<file path="config.mk">
export PLATFORM = sky130hd
export DESIGN_NAME = cpa_cmd_q
export DESIGN_NICKNAME = d
export VERILOG_FILES = /design/src/design/cpa_pkg.sv /design/src/design/cpa_cmd_q.sv
export SDC_FILE = /design/constraint.sdc
export NUM_CORES = 1
export LEC_CHECK = 0
export BUFFER_PORTS_ARGS = -buffer_cell sky130_fd_sc_hd__buf_2
export CAP_MARGIN = 20
export CORE_MARGIN = 2
export CORE_UTILIZATION = 50
export DETAILED_ROUTE_END_ITERATION = 16
export GPL_TIMING_DRIVEN = 0
export PLACE_DENSITY = 0.77
export SYNTH_ARGS = -nofsm -noshare
export SYNTH_HDL_FRONTEND = slang
export SYNTH_SLANG_ARGS = --single-unit
</file>
<file path="constraint.sdc">
create_clock -name clk -period 3.95 [get_ports clk]
set_input_delay 0.79 -clock clk [delete_from_list [all_inputs] [get_ports clk]]
set_output_delay 0.79 -clock clk [all_outputs]
set_load 0.01 [all_outputs]
</file>
<file path="src/design/cpa_pkg.sv">
// Package for the contiguous page allocator: sizes, codes and the
// transaction types passed between the front end, command queue and back end.
// No dependencies.
`default_nettype none
package cpa_pkg;
	localparam int MAX_PAGES    = 256;
	localparam int HEADER_BYTES = 16;
	localparam int PAGE_W       = $clog2(MAX_PAGES);
	localparam int CNT_W        = $clog2(MAX_PAGES + 1);
	localparam int IDX_W        = CNT_W + 1;
	localparam int REQ_W        = 24;
	localparam int ACT_W        = REQ_W + 1;
	localparam int PB_W         = 17;
	localparam int ALIGN_W      = 16;
	localparam int BYTES_W      = 32;
	localparam int DIV_CNT_W    = $clog2(ACT_W + 1);
	localparam int REC_W        = 1 + PAGE_W + CNT_W + REQ_W;

	localparam logic [1:0] OP_ALLOC = 2'd0;
	localparam logic [1:0] OP_FREE  = 2'd1;
	localparam logic [1:0] OP_QUERY = 2'd2;

	localparam logic REG_PAGE_BYTES = 1'b0;
	localparam logic REG_POOL_PAGES = 1'b1;
	localparam logic [PB_W-1:0]  PAGE_BYTES_RST = PB_W'(4096);
	localparam logic [CNT_W-1:0] POOL_PAGES_RST = '0;

	typedef enum logic [2:0] {
		ST_OK, ST_ZERO, ST_TOO_LARGE, ST_ALIGN, ST_NO_SPACE, ST_NOT_ALLOC
	} status_t;

	typedef enum logic [1:0] {K_DONE, K_ALLOC, K_FREE, K_QUERY} kind_t;

	typedef struct packed {
		kind_t              kind;
		status_t            status;
		logic [REQ_W-1:0]   req;
		logic [CNT_W-1:0]   need;
		logic [PAGE_W-1:0]  ref_page;
	} cmd_t;

	typedef struct packed {
		logic              owned;
		logic [PAGE_W-1:0] start;
		logic [CNT_W-1:0]  len;
		logic [REQ_W-1:0]  bytes;
	} rec_t;

	typedef struct packed {
		status_t             status;
		logic [PAGE_W-1:0]   start;
		logic [REQ_W-1:0]    region;
		logic [CNT_W-1:0]    pages;
		logic [BYTES_W-1:0]  bytes;
	} res_t;

	typedef enum logic [1:0] {F_IDLE, F_CHECK, F_DIV, F_PUSH} fstate_t;

	typedef enum logic [3:0] {
		B_INIT, B_IDLE, B_SCAN, B_TEST, B_PROBE, B_PTEST, B_GRANT, B_LOOK, B_CLEAR, B_EMIT
	} bstate_t;
endpackage
`default_nettype wire

</file>
<file path="src/design/cpa_cmd_q.sv">
// Two-entry command queue between the front end and the back end.
// Depends on cpa_pkg.
`default_nettype none
module cpa_cmd_q import cpa_pkg::*; (
	input  wire logic clk,
	input  wire logic arst_n,
	input  wire logic wr_en,
	input  cmd_t      wr_data,
	output logic      full,
	input  wire logic rd_en,
	output cmd_t      rd_data,
	output logic      empty
);
	cmd_t       mem_q [2];
	logic       wr_ptr_q, rd_ptr_q;
	logic [1:0] cnt_q;

	assign full    = cnt_q == 2'd2;
	assign empty   = cnt_q == 2'd0;
	assign rd_data = mem_q[rd_ptr_q];

	always_ff @(posedge clk) begin
		if (wr_en) begin
			mem_q[wr_ptr_q] <= wr_data;
		end
	end

	always_ff @(posedge clk or negedge arst_n) begin
		if (!arst_n) begin
			wr_ptr_q <= 1'b0;
			rd_ptr_q <= 1'b0;
			cnt_q    <= 2'd0;
		end else begin
			if (wr_en) begin
				wr_ptr_q <= !wr_ptr_q;
			end
			if (rd_en) begin
				rd_ptr_q <= !rd_ptr_q;
			end
			cnt_q <= cnt_q + {1'b0, wr_en} - {1'b0, rd_en};
		end
	end
endmodule
`default_nettype wire

</file>
## Yosys cells after proc, flatten, opt, wreduce, memory -nomap -nowiden

Memory sizes are Yosys's and may differ from the RTL's.
Index checks and enable logic that the tools add are counted.

- Bits in registers: 4
- RAM bits: 92
- Input bits: 50
- Output and inout bits: 48
- Word-level logic and storage cells: 12
- Memories kept: 1

- Add/sub/neg operators: 2
- Equality and inequality tests: 1
- Mux-type cells: 2
- Reductions and logical operators: 3

Memory list:

| memory | depth | bits a word | read ports | clocked after Yosys merged registers in | wr ports | RTL line | RTL |
|---|---|---|---|---|---|---|---|
| mem_q | 2 | 46 | 1 | 0 | 1 | cpa_cmd_q.sv:14 | `cmd_t mem_q [2];` |

Operator list:

| operator | number |
|---|---|
| 2-bit by 1-bit adder with 2-bit output | 1 |
| 2-bit == test, second input constant | 1 |
| 1-bit zero test | 2 |
| 2-bit zero test | 1 |
| 1-bit two-way mux | 2 |
| 2-bit by 1-bit subtractor with 2-bit output | 1 |

## Logic depth before layout (Yosys ltp)

Gate-level depths: netlist of run 1.

- Word-level depth: 2
- Mapped depth: 5
- Gate-level depth less buffers: 5

## Worst setup path before layout of run 1

No wires, ideal clock.

- Path type: input to register
- Start: input port wr_en
- End: memory mem_q[0][0] (netlist bit), enable pin
- Library setup time: 455 ps
- Arrival time: 2,836 ps
- Required time: 3,495 ps
- Setup slack: 659 ps
- Cell stages on the path: 1
- Path buffers: 0
- Cells stage by stage: nor2b_1

- Longest elaborated chain between the ends: 2

RTL lines:

| element | RTL line | RTL |
|---|---|---|
| start, declared | cpa_cmd_q.sv:7 | `input wire logic wr_en,` |
| 1-bit two-way mux | cpa_cmd_q.sv:23 | `if (wr_en) begin` |
| 1-bit two-way mux (implied by the code) | cpa_cmd_q.sv:24 | `mem_q[wr_ptr_q] <= wr_data;` |
| end, declared | cpa_cmd_q.sv:14 |  |

No other way between the ends.

==> results of run 1 <==
-- power by group through the flow --
stage,Sequential (mW),Clock [mW],Combinational (mW)
3_3_place_gp,1.44,0,1.01
6_report,1.41,0.548,1.04
4_1_cts,1.41,0.558,1.06
3_5_place_dp,1.44,0,1.06
5_1_grt,1.43,0.603,1.12
2_1_floorplan,1.43,0,0.708
-- cells by family after synthesis --
family	synth area share [%]
muxes	17.3
xor gates and xnor gates	1.13
adders and majority gates	0.687
buffers and inverters	1.58
and+or+nand+nor	0.619
DFF	78.7
-- worst max-delay path by stage --
stage                         endpoint  slack [ns]
final                      rd_data[15]        1.63
after detailed placement  mem_q[0][31]        1.86
after CTS                  rd_data[21]        1.60
after global routing       rd_data[15]        1.55
after global placement    mem_q[0][31]       -0.57
after floorplan            mem_q[0][0]        0.66
-- worst max-delay path: cells and delay by family, from the launching register on --
kind	cells	cell delay, ns
flops	1	0.37
buf+inv	3	0.49
mux	1	0.31
-- placed cells by master, fill, tap and decap left out --
cell type	count
and2_2	1
clkinv_2	1
ha_1	2
buf_12	2
nor2b_1	1
clkinvlp_4	2
buf_6	4
nor2_1	1
xor2_1	2
inv_1	2
clkinv_1	1
mux2_4	30
clkbuf_1	2
edfxtp_1	92
buf_2	98
dfrtp_1	4
clkbuf_8	9
inv_6	1
xor3_1	1
nor2b_4	1
mux2_2	16
-- sequential cells by signal, indices dropped and copies added (netlist names) --
signal / flops
cnt_q: 2
mem_q: 92
rd_ptr_q: 1
wr_ptr_q: 1
-- per-layer routing --
layer	up-vias	global-route usage (%)	wire, um
met1	863	16.4	2290
li1	839	-	-
met4	0	7.33	97
met2	50	26.5	3110
met5	-	0	0
met3	7	4.71	292
-- through the flow --
stage | utilization, % | hold WS (ns)
floorplan | - | 0.455
global placement | 59.5 | 0.469
detailed placement | 60.2 | 0.538
CTS | 62.5 | 0.220
global route | 62.5 | 0.207
finish | 62.5 | 0.229
-- cell type report --
class | instances | share of cell area (%)
Inverter | 2 | 0.168
Clock inverter | 5 | 0.729
Buffer | 5 | 1.12
Timing Repair Buffer | 99 | 11.8
Multi-Input combinational cell | 55 | 16.3
Sequential cell | 96 | 64.2
Clock buffer | 11 | 2.94
Tap cell | 99 | 2.78
==> flow_metrics.tcl, run 1 <==
set metrics [dict create \
    status "complete, no violations" \
    clk_latency_ns 0.35 \
    synth.cells.most_frequent "edfxtp_1, mux2_4, mux2_2" \
    fmax_mhz 431 \
    pwr-share-comb_pct 34.6 \
    cts_max_path_buffers 2 \
    p_int_mw 2.12 \
    gr-total-overflow 0 \
    dpl_cell_area_um2 4300 \
    antenna_found_initial 0 \
    rrSetupSlack_ns 2.41 \
    wirelength_mm 5.79 \
    syn_inst 158 \
    finClkSkew_ns 0.0127 \
    start_kind "flip-flop" \
    cp.arrival_ns 1.53 \
    synth_top_area_share_pct 75.9 \
    swShare_pct 29.1 \
    p_seq_share_pct 47.1 \
    crit_chain "buf_6, buf_6, mux2_4, buf_2" \
    core_um2 7140 \
    multiInputGateArea_um2 728 \
    crit_start "rd_ptr_q" \
    route.detailed.drc 0 \
    die_x_um 89.3 \
    cts_root_buffer "clkbuf_8" \
    grt_max_degree 30 \
    setup-violations-final 0 \
    cp.required_ns 3.16 \
    grt_pass1_wl_mm 8.52 \
    endpoint_kind "output port" \
    wl_per_cell_um 15.6 \
    grt_use_total_pct 15.0 \
    ys.flop_type "edfxtp_1" \
    dp_cells 356 \
    power_mw 2.99 \
    ys_seq_area_share_pct 78.7 \
    cp_max_fo 10 \
    cts_tree "done" \
    io-pin-count 98 \
    fin_crit_ns 2.32 \
    synth_seq_cells 96 \
    initial_core_util_pct 51.0 \
    syn_area_per_cell_um2 23.0 \
    final_layout_size_suffix_gt1_share_pct 60.4 \
    worstSetupPathType "reg2out" \
    peakVddDrop_mv 0.393 \
    antenna_left 0 \
    rows 31 \
    yosysWarningCount 0 \
    async_reset_ff_share_pct 4.17 \
    cts_setup_buffers 0 \
    synth_area_leaders "edfxtp_1, mux2_4, mux2_2" \
    switchingPower_uw 870 \
    dieArea_um2 7980 \
    syn-num-nets 210 \
    rr_worst_depth 2 \
    place_ws_ns 1.86 \
    cpMostUsedCell "buf_6" \
    ys_types 13 \
    min_period_over_period_pct 58.8 \
    instances_no_fill 372 \
    cp_slowest_stage_delay_ns 0.37 \
    worstMarginPinSlew_ns 0.584 \
    vias 1759 \
    hold_buffers 0 \
    fin_ws_ns 1.63 \
    fp.dieH_um 89.3 \
    relSlewSlack_pct 61.0 \
    syn2layout_area_growth_pct 22.6 \
    grt_pass1_vias 1829 \
    rsz0062_at_grt "false" \
    stdcell_area_um2 4460 \
    drt_first_iter_violations 57 \
    fin_tns_setup_ns 0 \
    synth_edf_count 92 \
    routed_via_density 4.73 \
    powerDensity_nw_per_um2 671 \
    n_fill_cell 557 \
    maxCapViolations 0 \
    yosysMostFrequentCell "edfxtp_1" \
    seq_area_um2 2860 \
    reg2reg_to "mem_q[0][12]" \
    antennaDiodeCount 0 \
    p_leak_nw 1.79 \
    slew_viol_final 0 \
    clockPowerShare_pct 18.3 \
    cts-resized-gates 0 \
    finalHoldViolCount 0 \
    yosys.area.top_type "edfxtp_1" \
    r2r-start "wr_ptr_q" \
    layout.nets 320 \
    dpl.hpwl_mm 4.08 \
    hp-class "in2async" \
    netlist_area_um2 3640 \
    htreeDepth 3 \
    portBuffers 97 \
    cts-buffers-inserted 9 \
    clkSinkCount 96 \
    clk_pin_slew_ns 0.09 \
    dr.pass1.iters 4 \
    place_congestion 0.671 \
    crit_slowest_cell "dfrtp_1" \
]
No activity file was read; power rests on OpenSTA's default activity.
==> run 2, diff against run 1 <==
- CORE_UTILIZATION: 50 -> 47
- PLACE_DENSITY: 0.77 -> 0.75
- clock period: 3.95 -> 2.1 ns (I/O delays scaled with it)
==> run 2 against run 1 <==
  * Final cell count up 1.1%
  * Via count down 0.11%
  * Final area increased by 1.4%
  * Critical path depth did not move
  * Sequential power rose by 88%
  * Hold slack better by 0.022 ns
==> flow_metrics.tcl, run 2 (synthesized netlist as in run 1, its figures left out) <==
set metrics [dict create \
    p_leak_nw 1.81 \
    fmax_mhz 513 \
    grt_pass1_wl_mm 9.18 \
    relSlewSlack_pct 50.1 \
    cts-buffers-inserted 9 \
    worstSetupPathDepth 4 \
    grt_max_degree 25 \
    cts_root_buffer "clkbuf_8" \
    hold_buffers 1 \
    antennaDiodeCount 0 \
    hp-class "in2reg" \
    maxCapViolations 0 \
    worst-path-buf-inv 3 \
    syn2layout_area_growth_pct 24.3 \
    rows 32 \
    route.detailed.drc 0 \
    dr.pass1.iters 4 \
    gr-total-overflow 0 \
    cts_setup_buffers 0 \
    min_period_over_period_pct 92.8 \
    die_x_um 92 \
    vias 1757 \
    reg.largest.list "mem_q: 92 flops, cnt_q: 2 flops" \
    clk_pin_slew_ns 0.09 \
    crit_chain "buf_6, buf_6, mux2_4, buf_2" \
    grt_pass1_vias 1872 \
    htreeDepth 3 \
    wl_per_cell_um 15.2 \
    rr_worst_depth 2 \
    final_layout_size_suffix_gt1_share_pct 60.9 \
    core_um2 7610 \
    peakVddDrop_mv 0.558 \
    place_ws_ns 0.301 \
    drt_first_iter_violations 70 \
    postLayoutCoreUtil_pct 59.5 \
    r2r-start "wr_ptr_q" \
    fin_tns_setup_ns 0 \
    cts-resized-gates 0 \
    reg2reg_to "mem_q[0][26]" \
    worstMarginPinSlew_ns 0.747 \
    initial_core_util_pct 47.8 \
    routed_via_density 4.67 \
    crit_slowest_cell "dfrtp_1" \
    wirelength_mm 5.71 \
    fp.dieH_um 92 \
    finalHoldViolCount 0 \
    cpMostUsedCell "buf_6" \
    clk_latency_ns 0.35 \
    cts_tree "done" \
    finClkSkew_ns 0.00817 \
    crit_start "rd_ptr_q" \
    rrSetupSlack_ns 0.50 \
    cp_max_fo 10 \
    final_cell_mix "buf_2, edfxtp_1, mux2_4" \
    cp_top_family "buffers and inverters" \
    dieArea_um2 8460 \
    portBuffers 97 \
    min_path_cells 1 \
    slew_viol_final 0 \
    status "complete, no violations" \
    largest_register_ff_count 92 \
    antenna_found_initial 0 \
    powerDensity_nw_per_um2 1280 \
    worstSetupPathType "reg2out" \
    fin_crit_ns 1.95 \
    layout.nets 321 \
    final_common_cell "buf_2" \
    crit_path_end "rd_data[28]" \
    cp.required_ns 1.68 \
    place_congestion 0.669 \
    io-pin-count 98 \
    cp.arrival_ns 1.53 \
    grt_use_total_pct 14.5 \
    clkSinkCount 96 \
    dpl.hpwl_mm 3.87 \
    start_kind "flip-flop" \
    setup-violations-final 0 \
    cp_slowest_stage_delay_ns 0.36 \
    fin_ws_ns 0.151 \
    rsz0062_at_grt "false" \
    antenna_left 0 \
    max_flop_register "mem_q" \
    endpoint_kind "output port" \
    cts_max_path_buffers 2 \
]
run 2: cell types whose count changed in the layout (fill, tap and decap cells not counted), sizes merged:
cell	previous run	this run
clkbuf	11	10
inv	3	2
clkinvlp	2	3
bufinv	0	1
dlygate4sd3	0	1
run 2: cell type report:
| cell class | count | area, um2 |
|---|---|---|
| Clock buffer | 10 | 128 |
| Fill cell | 582 | 3080 |
| Buffer | 5 | 50.0 |
| Clock inverter | 6 | 70.1 |
| Sequential cell | 96 | 2860 |
| Tap cell | 102 | 128 |
| Inverter | 2 | 7.51 |
| Multi-Input combinational cell | 55 | 728 |
| Timing Repair Buffer | 100 | 551 |
run 2: stage by stage:
step,power (mW),hold slack (ns),cells,area (um2)
final,5.78,0.251,376,4520
after CTS,5.88,0.229,376,4520
after global routing,6.10,0.223,376,4520
after detailed placement,4.71,0.238,359,4320
after global placement,4.61,0.229,357,4260
after floorplan,4.01,0.124,158,3640
run 2: worst min path at each step:
stage	slack (ns)	to	from
2_1_floorplan	0.12	cnt_q[0]	arst_n
3_3_place_gp	0.23	cnt_q[0]	arst_n
3_5_place_dp	0.24	rd_ptr_q	arst_n
4_1_cts	0.23	mem_q[0][42]	wr_data[42]
5_1_grt	0.22	mem_q[1][42]	wr_data[42]
6_report	0.25	mem_q[0][19]	wr_data[19]
run 2: layer usage:
| layer | wire length (um) | global-route usage, % |
|---|---|---|
| met5 | 0 | 0 |
| met4 | 69 | 5.97 |
| met3 | 371 | 5.51 |
| met2 | 2910 | 23.1 |
| met1 | 2360 | 18.1 |
run 2: power breakdown:
group	internal [mW]	leakage [nW]	switching, mW
logic	1.04	0.813	0.932
registers	2.54	0.910	0.104
clock network	0.554	0.0887	0.609
==> run 3, diff against run 2 <==
- BUFFER_PORTS_ARGS: -buffer_cell sky130_fd_sc_hd__buf_2 -> -buffer_cell sky130_fd_sc_hd__buf_4
- CORE_MARGIN: 2 -> default
==> run 3 against run 2 <==
  * Worst setup slack worse by 0.011 ns
  * Clock power hardly changed
  * Combinational power grew 12%
  * Sequential share of layout area is 3.0 points lower
  * Maximum frequency down 0.55%
  * Total power increased by 3.5%
  * Critical endpoint unchanged
==> flow_metrics.tcl, run 3 (synthesized netlist as in run 1, its figures left out) <==
set metrics [dict create \
    status "complete, no violations" \
    clk_latency_ns 0.35 \
    syn2layout_area_growth_pct 30.4 \
    wl_per_cell_um 15.3 \
    maxCapViolations 0 \
    rows 31 \
    cts-resized-gates 0 \
    cp_slowest_stage_delay_ns 0.37 \
    cts_tree "done" \
    initial_core_util_pct 49.4 \
    cts-buffers-inserted 9 \
    reg.largest.list "mem_q: 92 flops, cnt_q: 2 flops" \
    powerDensity_nw_per_um2 1260 \
    finClkSkew_ns 0.00449 \
    p_seq_share_pct 44.3 \
    antenna_left 0 \
    htreeDepth 3 \
    clockPowerShare_pct 18.8 \
    core_um2 7370 \
    portBuffers 97 \
    p_leak_nw 1.89 \
    slew_viol_final 0 \
    peakVddDrop_mv 0.771 \
    swShare_pct 27.4 \
    wirelength_mm 5.72 \
    fmax_mhz 510 \
    min_period_over_period_pct 93.3 \
    rsz0062_at_grt "false" \
    cp_max_fo 10 \
    hold_slack_ns 0.247 \
    crit_chain "buf_6, buf_6, mux2_4, buf_4" \
    clk_pin_slew_ns 0.09 \
    largest_register_ff_count 92 \
    switchingPower_mw 1.64 \
    crit_slowest_cell "dfrtp_1" \
    cp.arrival_ns 1.54 \
    fp.dieH_um 90 \
    final_layout_size_suffix_gt1_share_pct 60.2 \
    n_fill_cell 548 \
    p_int_mw 4.34 \
    place_congestion 0.663 \
    gr-total-overflow 0 \
    dieArea_um2 8100 \
    finalHoldViolCount 0 \
    start_kind "flip-flop" \
    die_x_um 90 \
    final_common_cell "buf_4" \
    multiInputGateArea_um2 728 \
    worst-path-buf-inv 3 \
    grt_use_total_pct 15.2 \
    route.detailed.drc 0 \
    cpMostUsedCell "buf_6" \
    grt_pass1_vias 1926 \
    worstMarginPinSlew_ns 0.734 \
    worstSetupPathType "reg2out" \
    fin_crit_ns 1.96 \
    relSlewSlack_pct 50.9 \
    antennaDiodeCount 0 \
    pwr-share-comb_pct 36.9 \
    vias 1793 \
    cp.required_ns 1.68 \
    endpoint_kind "output port" \
    dpl.hpwl_mm 3.95 \
    dr.pass1.iters 4 \
    max_flop_register "mem_q" \
    layout.nets 321 \
    routed_via_density 4.81 \
    seq_area_um2 2860 \
    hp-class "in2reg" \
    grt_max_degree 25 \
    cp_top_family "buffers and inverters" \
    drt_first_iter_violations 73 \
    final_cell_mix "buf_4, edfxtp_1, mux2_4" \
    clkSinkCount 96 \
    cts_root_buffer "clkbuf_8" \
    postLayoutCoreUtil_pct 64.4 \
    io-pin-count 98 \
    cts_max_path_buffers 2 \
    grt_pass1_wl_mm 9.16 \
    setup-violations-final 0 \
    antenna_found_initial 0 \
]
run 3: cell counts in the layout (fill, tap and decap cells not counted):
Identical to the previous run, type by type.
run 3: layout make-up:
type	count	share of cell area (%)
Buffer	5	1.05
Clock buffer	10	2.69
Clock inverter	6	1.27
Inverter	2	0.158
Multi-Input combinational cell	55	15.3
Sequential cell	96	60.3
Tap cell	99	2.61
Timing Repair Buffer	100	16.6
run 3: worst register-to-register path, stage by stage, from the launching register on:
cell and delay, ns:
dfrtp_1 0.43, nor2b_4 0.61, buf_12 0.27
run 3: timing repair:
item                                   in CTS  in global routing
buffers inserted                            0                  0
hold buffers                                1                  0
endpoints found under the hold margin       4                  0
run 3: worst paths after layout:
kind                        startpoint  cells after the start  slack [ns]      endpoint
max                           rd_ptr_q                      4        0.14   rd_data[28]
min                        wr_data[32]                      1        0.25  mem_q[1][32]
max reg2reg                   wr_ptr_q                      2        0.48  mem_q[0][34]
min reg2reg                   wr_ptr_q                      1        0.55      wr_ptr_q
max in group asynchronous       arst_n                      2        1.61      cnt_q[0]
min in group asynchronous       arst_n                      2        0.39      wr_ptr_q
run 3: layer usage:
layer / share of wire (%) / GRT usage [%] / vias to the layer above / routed length, um
li1: - / - / 835 / -
met1: 41 / 17.6 / 884 / 2340
met2: 50 / 25.1 / 72 / 2890
met3: 8.3 / 7.61 / 2 / 476
met4: 0.17 / 4.03 / 0 / 10
met5: 0 / 0 / - / 0
run 3: metrics by stage:
stage | setup slack (ns) | std cells | setup TNS, ns | instance area [um2] | power [mW]
5_1_grt | 0.0513 | 373 | 0 | 4750 | 6.29
6_report | 0.140 | 373 | 0 | 4750 | 5.99
4_1_cts | 0.110 | 373 | 0 | 4750 | 6.07
2_1_floorplan | 0.0371 | 158 | 0 | 3640 | 4.01
3_5_place_dp | 0.311 | 356 | 0 | 4550 | 4.95
3_3_place_gp | -0.737 | 354 | -58.11 | 4490 | 4.86
run 3: power by group through the flow:
stage | sequential, mW | combinational, mW | clock (mW)
floorplan | 2.67 | 1.33 | 0
detailed placement | 2.70 | 2.25 | 0
CTS | 2.66 | 2.25 | 1.16
global route | 2.69 | 2.36 | 1.23
finish | 2.65 | 2.21 | 1.13
global placement | 2.69 | 2.17 | 0
