## src/design/cpa_pkg.sv

```systemverilog
// Package for the contiguous page allocator: sizes, codes and the
// transaction types passed between the front end, command queue and back end.
// No dependencies.
`default_nettype none
package cpa_pkg;
	localparam int MAX_PAGES    = 256;
	localparam int HEADER_BYTES = 16;
	localparam int PAGE_W       = $clog2(MAX_PAGES);
	localparam int CNT_W        = $clog2(MAX_PAGES + 1);
	localparam int IDX_W        = CNT_W + 1;
	localparam int REQ_W        = 24;
	localparam int ACT_W        = REQ_W + 1;
	localparam int PB_W         = 17;
	localparam int ALIGN_W      = 16;
	localparam int BYTES_W      = 32;
	localparam int DIV_CNT_W    = $clog2(ACT_W + 1);
	localparam int REC_W        = 1 + PAGE_W + CNT_W + REQ_W;

	localparam logic [1:0] OP_ALLOC = 2'd0;
	localparam logic [1:0] OP_FREE  = 2'd1;
	localparam logic [1:0] OP_QUERY = 2'd2;

	localparam logic REG_PAGE_BYTES = 1'b0;
	localparam logic REG_POOL_PAGES = 1'b1;
	localparam logic [PB_W-1:0]  PAGE_BYTES_RST = PB_W'(4096);
	localparam logic [CNT_W-1:0] POOL_PAGES_RST = '0;

	typedef enum logic [2:0] {
		ST_OK, ST_ZERO, ST_TOO_LARGE, ST_ALIGN, ST_NO_SPACE, ST_NOT_ALLOC
	} status_t;

	typedef enum logic [1:0] {K_DONE, K_ALLOC, K_FREE, K_QUERY} kind_t;

	typedef struct packed {
		kind_t              kind;
		status_t            status;
		logic [REQ_W-1:0]   req;
		logic [CNT_W-1:0]   need;
		logic [PAGE_W-1:0]  ref_page;
	} cmd_t;

	typedef struct packed {
		logic              owned;
		logic [PAGE_W-1:0] start;
		logic [CNT_W-1:0]  len;
		logic [REQ_W-1:0]  bytes;
	} rec_t;

	typedef struct packed {
		status_t             status;
		logic [PAGE_W-1:0]   start;
		logic [REQ_W-1:0]    region;
		logic [CNT_W-1:0]    pages;
		logic [BYTES_W-1:0]  bytes;
	} res_t;

	typedef enum logic [1:0] {F_IDLE, F_CHECK, F_DIV, F_PUSH} fstate_t;

	typedef enum logic [3:0] {
		B_INIT, B_IDLE, B_SCAN, B_TEST, B_PROBE, B_PTEST, B_GRANT, B_LOOK, B_CLEAR, B_EMIT
	} bstate_t;
endpackage
`default_nettype wire

```

## src/design/cpa_front.sv

```systemverilog
// Front end: takes an input transaction, screens it and works out the page
// count with a bit-serial divider. Depends on cpa_pkg.
`default_nettype none
module cpa_front import cpa_pkg::*; (
	input  wire logic                 clk,
	input  wire logic                 arst_n,
	input  wire logic                 push,
	output logic                      full,
	input  wire logic [1:0]           opcode,
	input  wire logic [REQ_W-1:0]     request_bytes,
	input  wire logic [ALIGN_W-1:0]   align_request,
	input  wire logic [PAGE_W-1:0]    page_ref,
	input  wire logic [CNT_W-1:0]     pool_pages,
	input  wire logic [PB_W-1:0]      page_bytes_eff,
	output logic                      cmd_push,
	output cmd_t                      cmd,
	input  wire logic                 cmd_full
);
	fstate_t state_q, state_d;
	logic [1:0]          op_q;
	logic [REQ_W-1:0]    req_q;
	logic [ALIGN_W-1:0]  align_q;
	logic [PAGE_W-1:0]   ref_q;
	cmd_t                cmd_q;
	logic [ACT_W-1:0]    dvd_q;
	logic [PB_W-1:0]     rem_q;
	logic [DIV_CNT_W-1:0] cnt_q;

	logic [ACT_W-1:0]       actual;
	logic [CNT_W+PB_W-1:0]  region;
	logic                   too_large;
	logic [PB_W:0]          rem_sh;
	logic                   q_bit;
	logic [PB_W:0]          rem_sub;
	logic                   div_last;

	assign actual    = ACT_W'(req_q) + ACT_W'(HEADER_BYTES);
	assign region    = (CNT_W+PB_W)'(pool_pages) * (CNT_W+PB_W)'(page_bytes_eff);
	assign too_large = (CNT_W+PB_W)'(actual) > region;
	assign rem_sh    = {rem_q, dvd_q[ACT_W-1]};
	assign q_bit     = rem_sh >= {1'b0, page_bytes_eff};
	assign rem_sub   = rem_sh - {1'b0, page_bytes_eff};
	assign div_last  = cnt_q == DIV_CNT_W'(ACT_W - 1);

	assign full     = state_q != F_IDLE;
	assign cmd_push = (state_q == F_PUSH) && !cmd_full;
	assign cmd      = cmd_q;

	always_comb begin
		state_d = state_q;
		case (state_q)
			F_IDLE: begin
				if (push) begin
					state_d = F_CHECK;
				end
			end
			F_CHECK: begin
				if (op_q == OP_ALLOC && req_q != '0 && !too_large && align_q == '0) begin
					state_d = F_DIV;
				end else begin
					state_d = F_PUSH;
				end
			end
			F_DIV: begin
				if (div_last) begin
					state_d = F_PUSH;
				end
			end
			F_PUSH: begin
				if (!cmd_full) begin
					state_d = F_IDLE;
				end
			end
			default: state_d = F_IDLE;
		endcase
	end

	always_ff @(posedge clk or negedge arst_n) begin
		if (!arst_n) begin
			state_q <= F_IDLE;
		end else begin
			state_q <= state_d;
		end
	end

	always_ff @(posedge clk) begin
		case (state_q)
			F_IDLE: begin
				op_q    <= opcode;
				req_q   <= request_bytes;
				align_q <= align_request;
				ref_q   <= page_ref;
			end
			F_CHECK: begin
				cmd_q.req      <= req_q;
				cmd_q.ref_page <= ref_q;
				cmd_q.need     <= '0;
				cmd_q.status   <= ST_OK;
				cmd_q.kind     <= K_DONE;
				dvd_q          <= actual;
				rem_q          <= '0;
				cnt_q          <= '0;
				case (op_q)
					OP_ALLOC: begin
						if (req_q == '0) begin
							cmd_q.status <= ST_ZERO;
						end else if (too_large) begin
							cmd_q.status <= ST_TOO_LARGE;
						end else if (align_q != '0) begin
							cmd_q.status <= ST_ALIGN;
						end
					end
					OP_FREE:  cmd_q.kind <= K_FREE;
					OP_QUERY: cmd_q.kind <= K_QUERY;
					default:  cmd_q.status <= ST_NOT_ALLOC;
				endcase
			end
			F_DIV: begin
				rem_q <= q_bit ? rem_sub[PB_W-1:0] : rem_sh[PB_W-1:0];
				dvd_q <= {dvd_q[ACT_W-2:0], q_bit};
				cnt_q <= cnt_q + 1'b1;
				if (div_last) begin
					if ({dvd_q[ACT_W-2:0], q_bit} >= ACT_W'(MAX_PAGES)) begin
						cmd_q.status <= ST_NO_SPACE;
					end else begin
						cmd_q.kind <= K_ALLOC;
						cmd_q.need <= CNT_W'({dvd_q[ACT_W-2:0], q_bit}) + 1'b1;
					end
				end
			end
			default: ;
		endcase
	end
endmodule
`default_nettype wire

```

## config.mk

```make
export PLATFORM = sky130hd
export DESIGN_NAME = cpa_front
export DESIGN_NICKNAME = d
export VERILOG_FILES = /design/src/design/cpa_pkg.sv /design/src/design/cpa_front.sv
export SDC_FILE = /design/constraint.sdc
export NUM_CORES = 1
export LEC_CHECK = 0
export BUFFER_PORTS_ARGS = -buffer_cell sky130_fd_sc_hd__buf_2
export CORE_MARGIN = 2
export CORE_UTILIZATION = 60
export CTS_BUF_LIST = sky130_fd_sc_hd__clkbuf_8
export DETAILED_ROUTE_END_ITERATION = 12
export PLACE_DENSITY_LB_ADDON = 0.25
export SYNTH_ARGS = -nofsm -noshare
export SYNTH_HDL_FRONTEND = slang
export SYNTH_SLANG_ARGS = --single-unit
```

## constraint.sdc

```tcl
create_clock -name clk -period 5.78 [get_ports clk]
set_input_delay 1.156 -clock clk [delete_from_list [all_inputs] [get_ports clk]]
set_output_delay 1.156 -clock clk [all_outputs]
set_load 0.02 [all_outputs]
```

# After elaboration in Yosys (flattened, before gate mapping)
# Cells that the tools add are included.
word_totals:
  out_inout_bits: 48
  register_bits: 145
classes:
  add_sub_neg: 4
  order_cmp: 3
  muxes: 21
  multipliers: 1
  n_eq_ne: 11
  reduce_logical: 18
op_table:
  columns: ["op", "count"]
  rows:
  - ["$pmux 25 s2", 1]
  - ["$pmux 17 s2", 1]
  - ["$gt 25x26->1", 1]
  - ["$mul 9x17->26", 1]
  - ["$add 24x5->25 const B", 1]
  - ["$ge 25x9->1 const B", 1]
  - ["$logic_not 24->1", 1]
  - ["$reduce_bool 24->1", 1]
  - ["$pmux 5 s2", 2]
  - ["$ge 18x17->1", 1]
  - ["$mux 9", 2]
  - ["$pmux 9 s2", 1]
  - ["$mux 17", 1]
  - ["$sub 17x17->17", 1]
  - ["$logic_not 16->1", 1]
  - ["$reduce_bool 16->1", 1]
  - ["$mux 2", 5]
  - ["$ne 2x2->1 const B", 5]
  - ["$add 9x1->9 const B", 1]
  - ["$mux 3", 3]
  - ["$reduce_and 3->1", 3]
  - ["$pmux 2 s4", 1]
  - ["$eq 2x2->1 const B", 3]
  - ["$pmux 3 s2", 1]
  - ["11 further kinds", 18]

# Logic depth before layout (Yosys ltp)
# Gate-level depths: netlist of the first run.
depth:
  word_depth: 7
  ltp_mapped: 30
  depth_no_buf: 28

# Least setup slack after synthesis of the first run
# Ideal clock, no wire load.
synth_timing:
  kind: "input port to flip-flop"
  start: "input port pool_pages[2]"
  end: "register cmd_q, in the netlist cmd[42], data pin"
  path_stages: 29
  setup_time_ps: 254
  slack_ps: -1904
  arrival_time_ps: 7429
  required_time_ps: 5526
  path_cell_list: "clkbuf_1 -> clkbuf_1 -> nand2_1 -> fa_1 -> inv_1 -> fa_1 -> inv_1 -> fa_1 -> fa_1 -> inv_1 -> ha_1 -> o21a_1 -> a2111oi_4 -> o32ai_1 -> a41o_1 -> a21oi_2 -> o21ai_2 -> a21o_1 -> a21oi_1 -> xor2_1 -> ha_1 -> or2_2 -> a21oi_1 -> a21oi_1 -> a211oi_1 -> nor3_1 -> a21oi_1 -> nand2_1 -> o21a_1"
synth_via:
  elab_chain_len: 6
synth_rtl:
  columns: ["element", "line_no", "source"]
  rows:
  - ["start: declaration", "cpa_front.sv:13", "input wire logic [CNT_W-1:0] pool_pages,"]
  - ["$mul 9x17->26", "cpa_front.sv:38", "assign region = (CNT_W+PB_W)'(pool_pages) * (CNT_W+PB_W)'(page_bytes_eff);"]
  - ["$gt 25x26->1", "cpa_front.sv:39", "assign too_large = (CNT_W+PB_W)'(actual) > region;"]
  - ["$mux 3", "cpa_front.sv:107", "end else if (too_large) begin"]
  - ["$mux 3", "cpa_front.sv:105", "if (req_q == '0) begin"]
  - ["$pmux 3 s2", "cpa_front.sv:103", "case (op_q)"]
  - ["$pmux 5 s2", "cpa_front.sv:87", "case (state_q)"]
  - ["end: declaration", "cpa_front.sv:24", "cmd_t cmd_q;"]
# No other way between the ends.
# A chain may end at the register's enable or synchronous reset.

# Worst setup path in the final report of the first run
layout_timing:
  start: "input port pool_pages[3]"
  end: "register cmd_q, in the netlist cmd[42], data pin"
# Same word-level chain as after synthesis.

==> results of run 1 <==
## kinds of logic (layout without fill, tap and decap cells)
family,count (synthesis),in the layout,share of synthesized area [%]
XOR/XNOR,54,54,3.92
adder cells (fa/ha/maj),209,209,28.3
AND/OR/NAND/NOR,361,361,15.3
multiplexers,24,24,2.21
AO/OA/AOI/OAI,140,140,7.56
flip-flops,145,145,36.0
buffers and inverters,216,449,6.76
## how the worst max path moves through the flow
stage	slack (ns)	start	to	cells past startpoint
6_report	-1.11	pool_pages[3]	cmd[42]$_SDFFCE_PP0P_	29
3_5_place_dp	-1.58	page_bytes_eff[2]	cmd[41]$_SDFFCE_PP0P_	29
3_3_place_gp	-1.48	page_bytes_eff[2]	cmd[41]$_SDFFCE_PP0P_	27
5_1_grt	-1.35	page_bytes_eff[0]	cmd[41]$_SDFFCE_PP0P_	30
2_1_floorplan	-1.16	page_bytes_eff[3]	cmd[41]$_SDFFCE_PP0P_	26
4_1_cts	-0.96	pool_pages[2]	cmd[41]$_SDFFCE_PP0P_	29
## repair_timing
action / CTS / global route
pin swaps: 34 / 42
hold endpoints to repair: 0 / 0
setup buffers: 5 / 10
gates resized for setup: 52 / 43
endpoints found under the setup margin: 3 / 3
## cells in the mapped netlist (5+ instances only)
master | count | area share (%)
inv_1 | 177 | 5.5
edfxtp_1 | 143 | 36
nand2_1 | 119 | 3.7
fa_1 | 107 | 18
ha_1 | 102 | 11
and2_1 | 95 | 4.9
a21oi_1 | 46 | 1.9
nor2_1 | 41 | 1.3
xnor2_1 | 35 | 2.5
clkbuf_1 | 33 | 1.0
o21ai_0 | 26 | 1.1
nand3_1 | 22 | 0.91
mux2_2 | 21 | 2.0
xor2_1 | 19 | 1.4
a21o_1 | 16 | 0.99
nand4_1 | 15 | 0.78
nor3_1 | 13 | 0.54
o21a_1 | 13 | 0.81
nor4_1 | 12 | 0.62
a211oi_1 | 7 | 0.44
and3_1 | 7 | 0.36
nand2b_1 | 7 | 0.36
nor2b_1 | 6 | 0.31
or2_2 | 6 | 0.31
o211ai_1 | 5 | 0.31
## flip-flops by register name, summed over array words and instances (netlist names)
signal   cells
cmd         46
dvd_q       25
req_q       24
rem_q       17
align_q     16
ref_q        8
cnt_q        5
op_q         2
state_q      2
## report_power, final
part / total [W] / internal (W) / switching (W)
combinational: 0.00556 / 0.00256 / 0.00300
sequential: 0.00207 / 0.00182 / 0.000245
clock: 0.000809 / 0.000335 / 0.000474
## layout make-up
type | count | area share, %
Timing Repair Buffer | 239 | 11.6
Tap cell | 265 | 2.25
Sequential cell | 145 | 29.5
Clock buffer | 17 | 1.59
Inverter | 178 | 4.54
Clock inverter | 15 | 1.28
Multi-Input combinational cell | 788 | 49.3
## routing by layer
| metal | part of all wire [%] | global-route usage, % | vias to the layer above |
|---|---|---|---|
| met3 | 6.1 | 6.24 | 45 |
| met1 | 42 | 34.4 | 4385 |
| li1 | - | - | 4282 |
| met2 | 49 | 45.7 | 290 |
| met4 | 2.5 | 7.99 | 0 |
| met5 | 0 | 0 | - |
## stage by stage
step | setup slack [ns] | hold WS [ns] | TNS [ns] | total power (W)
after floorplan | -1.16 | 0.400 | -3.22 | 0.00564
after global placement | -1.48 | 0.401 | -4.20 | 0.00706
after detailed placement | -1.58 | 0.405 | -4.50 | 0.00719
after CTS | -0.956 | 0.428 | -2.70 | 0.00819
after global routing | -1.35 | 0.435 | -3.85 | 0.00920
final | -1.11 | 0.427 | -3.12 | 0.00843
==> summary.md, run 1 <==
| Metric | Value |
|---|---|
| Root Buffer | clkbuf_8 |
| Port Buf Inserts | between 100 and 150 |
| Worst Max-Slew Pin Slew | roughly 1.2 ns |
| Critical Path Most Common Cell | buf_4 |
| Initial Utilization | 61.6% |
| Fraction of registers with async set/reset | 1.38% |
| EDFF count, synth | 143 |
| Netlist Area Pre-Place | 12100 um2 |
| Synth cell types | 59 |
| Skew-Pair Late Insertion Delay | 0.46 ns |
| Failing checks | setup timing |
| Period utilization | 119% |
| GPL Wtd Cong | approximately 0.9 |
| Hold Buf Count CTS | 0 |
| Routed wire per std cell | approximately 16 um |
| Synth Warn # | 0 |
| R2R depth | 16 |
| Layout cell share with drive strength beyond 1 | 27.7% |
| Min-delay src | ref_q[2]$_DFFE_PN_ |
| Tmin final | about 6.9 ns |
| Largest fanout on the critical path | 7 |
| Main synth FF type | edfxtp_1 |
| TritonCTS clock tree | yes |
| I/O pins | 128 |
| Commonest non-fill, non-tap cells in the layout | 161 x inv_1, 143 x edfxtp_1, 108 x buf_2 |
| Final Hold Vio Count | 0 |
| # DRC | 0 |
| Syn_nets | 1438 |
| Status | finished with violations |
| Fin area | 14700 um2 |
| Antenna violations before repair | 0 |
| Post-route setup slack | -1.11 ns |
| Pleak | 6.76 nW |
| Delay-heaviest family, CP | adder cells |
| Initial drt markers | 458 |
| Core area | ~20000 um2 |
| Antenna cell count | 0 |
| Most common cell after layout, fill and taps aside | inv_1 |
| Die area | 21300 um2 |
| WP data arrival | 7.10 ns |
| Layout Cells excl Fill | 1647 |
| Slew Limit Fails | 0 |
| CP Launch Type | primary input |
| Drt via density | 5.47 |
| Number of global-route vias before repair | 9407 |
| FP Rows | 51 |
| Final WL | 27.2 mm |
| CP bufs+invs | 6 |
| Final #Nets | 1658 |
| Max cap viols | 0 |
| Slowest CP cell | fa_1 |
| R2R Path End | cmd[42]$_SDFFCE_PP0P_ |
| Die X | 146 um |
| Gr ovfl total | 0 |
| Reg-to-reg slack, setup | around 1.9 ns |
| Sequential area share after synthesis | 36.0% |
| RSZ-0062 raised after global routing | true |
| Vias | ~9000 |
| CP Capture Type | flop |
| FF/Latch Area | 4340 um2 |
| Post-DRT Antenna Nets | 0 |
| Worst R2R Start | req_q[4]$_DFFE_PN_ |
| Placed cell count | 1600 |
| Detailed Routing Iterations Pass 1 | 5 |
| Final setup viols | 3 |
| Hold Crit Class | reg2reg |
| Clock Skews | between 0.015 and 0.02 ns |
| Area added between synthesis and finish | 21.9% |
| Clock slew seen by the registers of the worst setup and hold paths | around 0.09 ns |
| Fill cell count | about 1300 |
| CTS Sinks | 145 |
| Hold Crit Endpoint | cmd[2]$_DFFE_PP_ |
| Register bit total from synthesis | 145 |
| Mean post-synth cell area | around 11 um2 |
| Worst path max stage delay | between 0.5 and 0.6 ns |
| H-Tree Depth | 4 |
| Kind of critical path | in2reg |
| Critical path required time | 5.99 ns |
| DP Area | 13900 um2 |
| Maximum vdd drop | 0.394 mV |
| Fmax | approximately 150 MHz |
| Hold depth | 0 |
| Vert. Die Dim | 146 um |
| Clk buf depth | 2 |
| Final Util | between 70% and 80% |
| GR Util All Layers | 26.8% |
| Cells after synthesis | about 1100 |
| PwrDens | 573 nW/um2 |
| Pin count of the biggest net entering global routing | 52 |
| Clock buffer count from CTS | 17 |
| Slew headroom | between 20% and 30% |
| DP HPWL | 21.2 mm |
| Multi-input logic area | 7250 um2 |
| First-pass GRT wire length | 45.7 mm |
No activity file was read; power rests on OpenSTA's default activity.
==> inputs of run 2 (changes only) <==
GPL_TIMING_DRIVEN = 0   (was unset)
SKIP_LAST_GASP = 1   (was unset)
==> summary.md, run 2 (synthesis results as in run 1) <==
| Metric | Value |
|---|---|
| First-pass GRT wire length | 43.9 mm (was 45.7 mm) |
| Pleak | 6.47 nW (was 6.76 nW) |
| Worst Max-Slew Pin Slew | 0.784 ns (was 1.18 ns) |
| H-Tree Depth | 4 (unchanged) |
| Max cap viols | 0 (unchanged) |
| Vert. Die Dim | 146 um (unchanged) |
| Fill cell count | 1403 (was 1322) |
| Clock buffer count from CTS | 17 (unchanged) |
| Die area | 21300 um2 (unchanged) |
| Area added between synthesis and finish | 17.9% (was 21.9%) |
| Vias | 8806 (was 9002) |
| Number of global-route vias before repair | 8766 (was 9407) |
| Commonest non-fill, non-tap cells in the layout | 168 x inv_1, 143 x edfxtp_1, 106 x nand2_1 (was 161 x inv_1, 143 x edfxtp_1, 108 x buf_2) |
| Multi-input logic area | 7190 um2 (was 7250 um2) |
| DP HPWL | 20.9 mm (was 21.2 mm) |
| R2R depth | 17 (was 16) |
| Antenna cell count | 0 (unchanged) |
| Layout cell share with drive strength beyond 1 | 22.2% (was 27.7%) |
| Root Buffer | clkbuf_8 (unchanged) |
| Flip-flop count of the largest register after layout | 46 (unchanged) |
| CP Launch Type | primary input (unchanged) |
| Slew headroom | 47.7% (was 21.0%) |
| Initial drt markers | 474 (was 458) |
| Period utilization | 126% (was 119%) |
| GR Util All Layers | 25.9% (was 26.8%) |
| # DRC | 0 (unchanged) |
| Critical path required time | 5.98 ns (was 5.99 ns) |
| Die X | 146 um (unchanged) |
| Hold depth | 0 (unchanged) |
| Maximum vdd drop | 0.480 mV (was 0.394 mV) |
| TritonCTS clock tree | yes (unchanged) |
| Skew-Pair Late Insertion Delay | 0.45 ns (was 0.46 ns) |
| Clock Skews | 0.0109 ns (was 0.0157 ns) |
| Gr ovfl total | 0 (unchanged) |
| Routed wire per std cell | 17.1 um (was 16.5 um) |
| FP Rows | 51 (unchanged) |
| Clock slew seen by the registers of the worst setup and hold paths | 0.09 ns (about the same) |
| Slowest CP cell | fa_1 (unchanged) |
| WP data arrival | 7.46 ns (was 7.10 ns) |
| Final WL | 27.1 mm (was 27.2 mm) |
| I/O pins | 128 (unchanged) |
| Hold Crit Class | reg2reg (unchanged) |
| GPL Wtd Cong | 0.898 (was 0.884) |
| Fmax | 138 MHz (was 145 MHz) |
| Hold Crit Endpoint | cmd[3]$_DFFE_PP_ (was cmd[2]$_DFFE_PP_) |
| Reg-to-reg slack, setup | 1.74 ns (was 1.85 ns) |
| Slew Limit Fails | 0 (unchanged) |
| Tmin final | 7.26 ns (was 6.89 ns) |
| Kind of critical path | in2reg (unchanged) |
| Antenna violations before repair | 0 (unchanged) |
| Status | finished with violations (unchanged) |
| Post-DRT Antenna Nets | 0 (unchanged) |
| Worst path max stage delay | 0.54 ns (was 0.58 ns) |
| PwrDens | 571 nW/um2 (was 573 nW/um2) |
| Final #Nets | 1598 (was 1658) |
| RSZ-0062 raised after global routing | true (unchanged) |
| Most common cell after layout, fill and taps aside | inv_1 (unchanged) |
| Largest fanout on the critical path | 8 (was 7) |
| Hold Buf Count CTS | 0 (unchanged) |
| CP Capture Type | flop (unchanged) |
| Final setup TNS | -4.36 ns (was -3.12 ns) |
| Clk buf depth | 2 (unchanged) |
| Post-route setup slack | -1.48 ns (was -1.11 ns) |
| CTS Sinks | 145 (unchanged) |
| Worst R2R Start | req_q[4]$_DFFE_PN_ (unchanged) |
| Detailed Routing Iterations Pass 1 | 5 (unchanged) |
| Pin count of the biggest net entering global routing | 45 (was 52) |
| Initial Utilization | 61.6% (unchanged) |
| R2R Path End | cmd[42]$_SDFFCE_PP0P_ (unchanged) |
| Final setup viols | 3 (unchanged) |
| Failing checks | setup timing (unchanged) |
| Drt via density | 5.55 (was 5.47) |
| Min-delay src | ref_q[3]$_DFFE_PN_ (was ref_q[2]$_DFFE_PN_) |
| FF/Latch Area | 4340 um2 (unchanged) |
| Core area | 19600 um2 (unchanged) |
| Port Buf Inserts | 109 (was 127) |
| Final Hold Vio Count | 0 (unchanged) |
| Design Power | 0.00812 W (was 0.00843 W) |
## run 2: cell types whose count changed in the layout (fill, tap and decap cells not counted), sizes merged
cell and delta:
bufinv +1, inv +1, buf -84, clkbuf +24
clkinv -1, clkinvlp -1
## run 2: worst max-delay path by stage
stage / start / endpoint / cells past startpoint
floorplan: page_bytes_eff[3] / cmd[41]$_SDFFCE_PP0P_ / 26
global placement: pool_pages[3] / cmd[41]$_SDFFCE_PP0P_ / 28
detailed placement: pool_pages[3] / cmd[42]$_SDFFCE_PP0P_ / 27
CTS: pool_pages[4] / cmd[41]$_SDFFCE_PP0P_ / 27
global route: pool_pages[2] / cmd[42]$_SDFFCE_PP0P_ / 31
finish: pool_pages[2] / cmd[42]$_SDFFCE_PP0P_ / 31
## run 2: per-stage QoR
stage	utilization, %	instances	setup slack, ns	hold slack, ns	area [um2]
after floorplan	-	1149	-1.16	0.400	12400
after detailed placement	68.1	1525	-2.29	0.406	13300
after global placement	67.9	1523	-2.23	0.401	13300
after CTS	71.3	1568	-1.42	0.428	14000
after global routing	72.7	1587	-1.66	0.437	14200
final	72.7	1587	-1.48	0.428	14200
## run 2: cell type report
class	count	share of cell area (%)
multi-input combinational	788	50.5
sequential	145	30.5
timing repair buffer	142	6.36
inverter	178	4.69
buffer	37	2.75
tap	265	2.33
clock buffer	17	1.64
clock inverter	15	1.17
## run 2: report_power, final
part / leakage, nW / switching [W] / total [W] / internal (W)
Clock: 0.203 / 0.000451 / 0.000813 / 0.000362
Sequential: 1.41 / 0.000244 / 0.00206 / 0.00181
Combinational: 4.86 / 0.00294 / 0.00525 / 0.00231
Total: 6.47 / 0.00364 / 0.00812 / 0.00448
## run 2: metal layers
layer / up-vias / wire length [um] / global-route usage, %
li1: 4166 / - / -
met3: 45 / 1830 / 5.55
met5: - / 0 / 0
met4: 0 / 665 / 8.33
met2: 317 / 13000 / 42.2
met1: 4278 / 11600 / 35.1
## run 2: worst max-delay path: cells and delay by family
kind            cells  cell delay (ns)
fa+ha+maj           6             2.54
xor+xnor            1             0.14
simple gates        2             0.10
compound gates     14             2.68
buf+inv             8             0.83
## run 2: repair_timing
action,CTS,global route
pin swaps,32,38
resized for setup,40,38
gates cloned,0,1
setup buffers,12,18
setup endpoints to repair,3,3
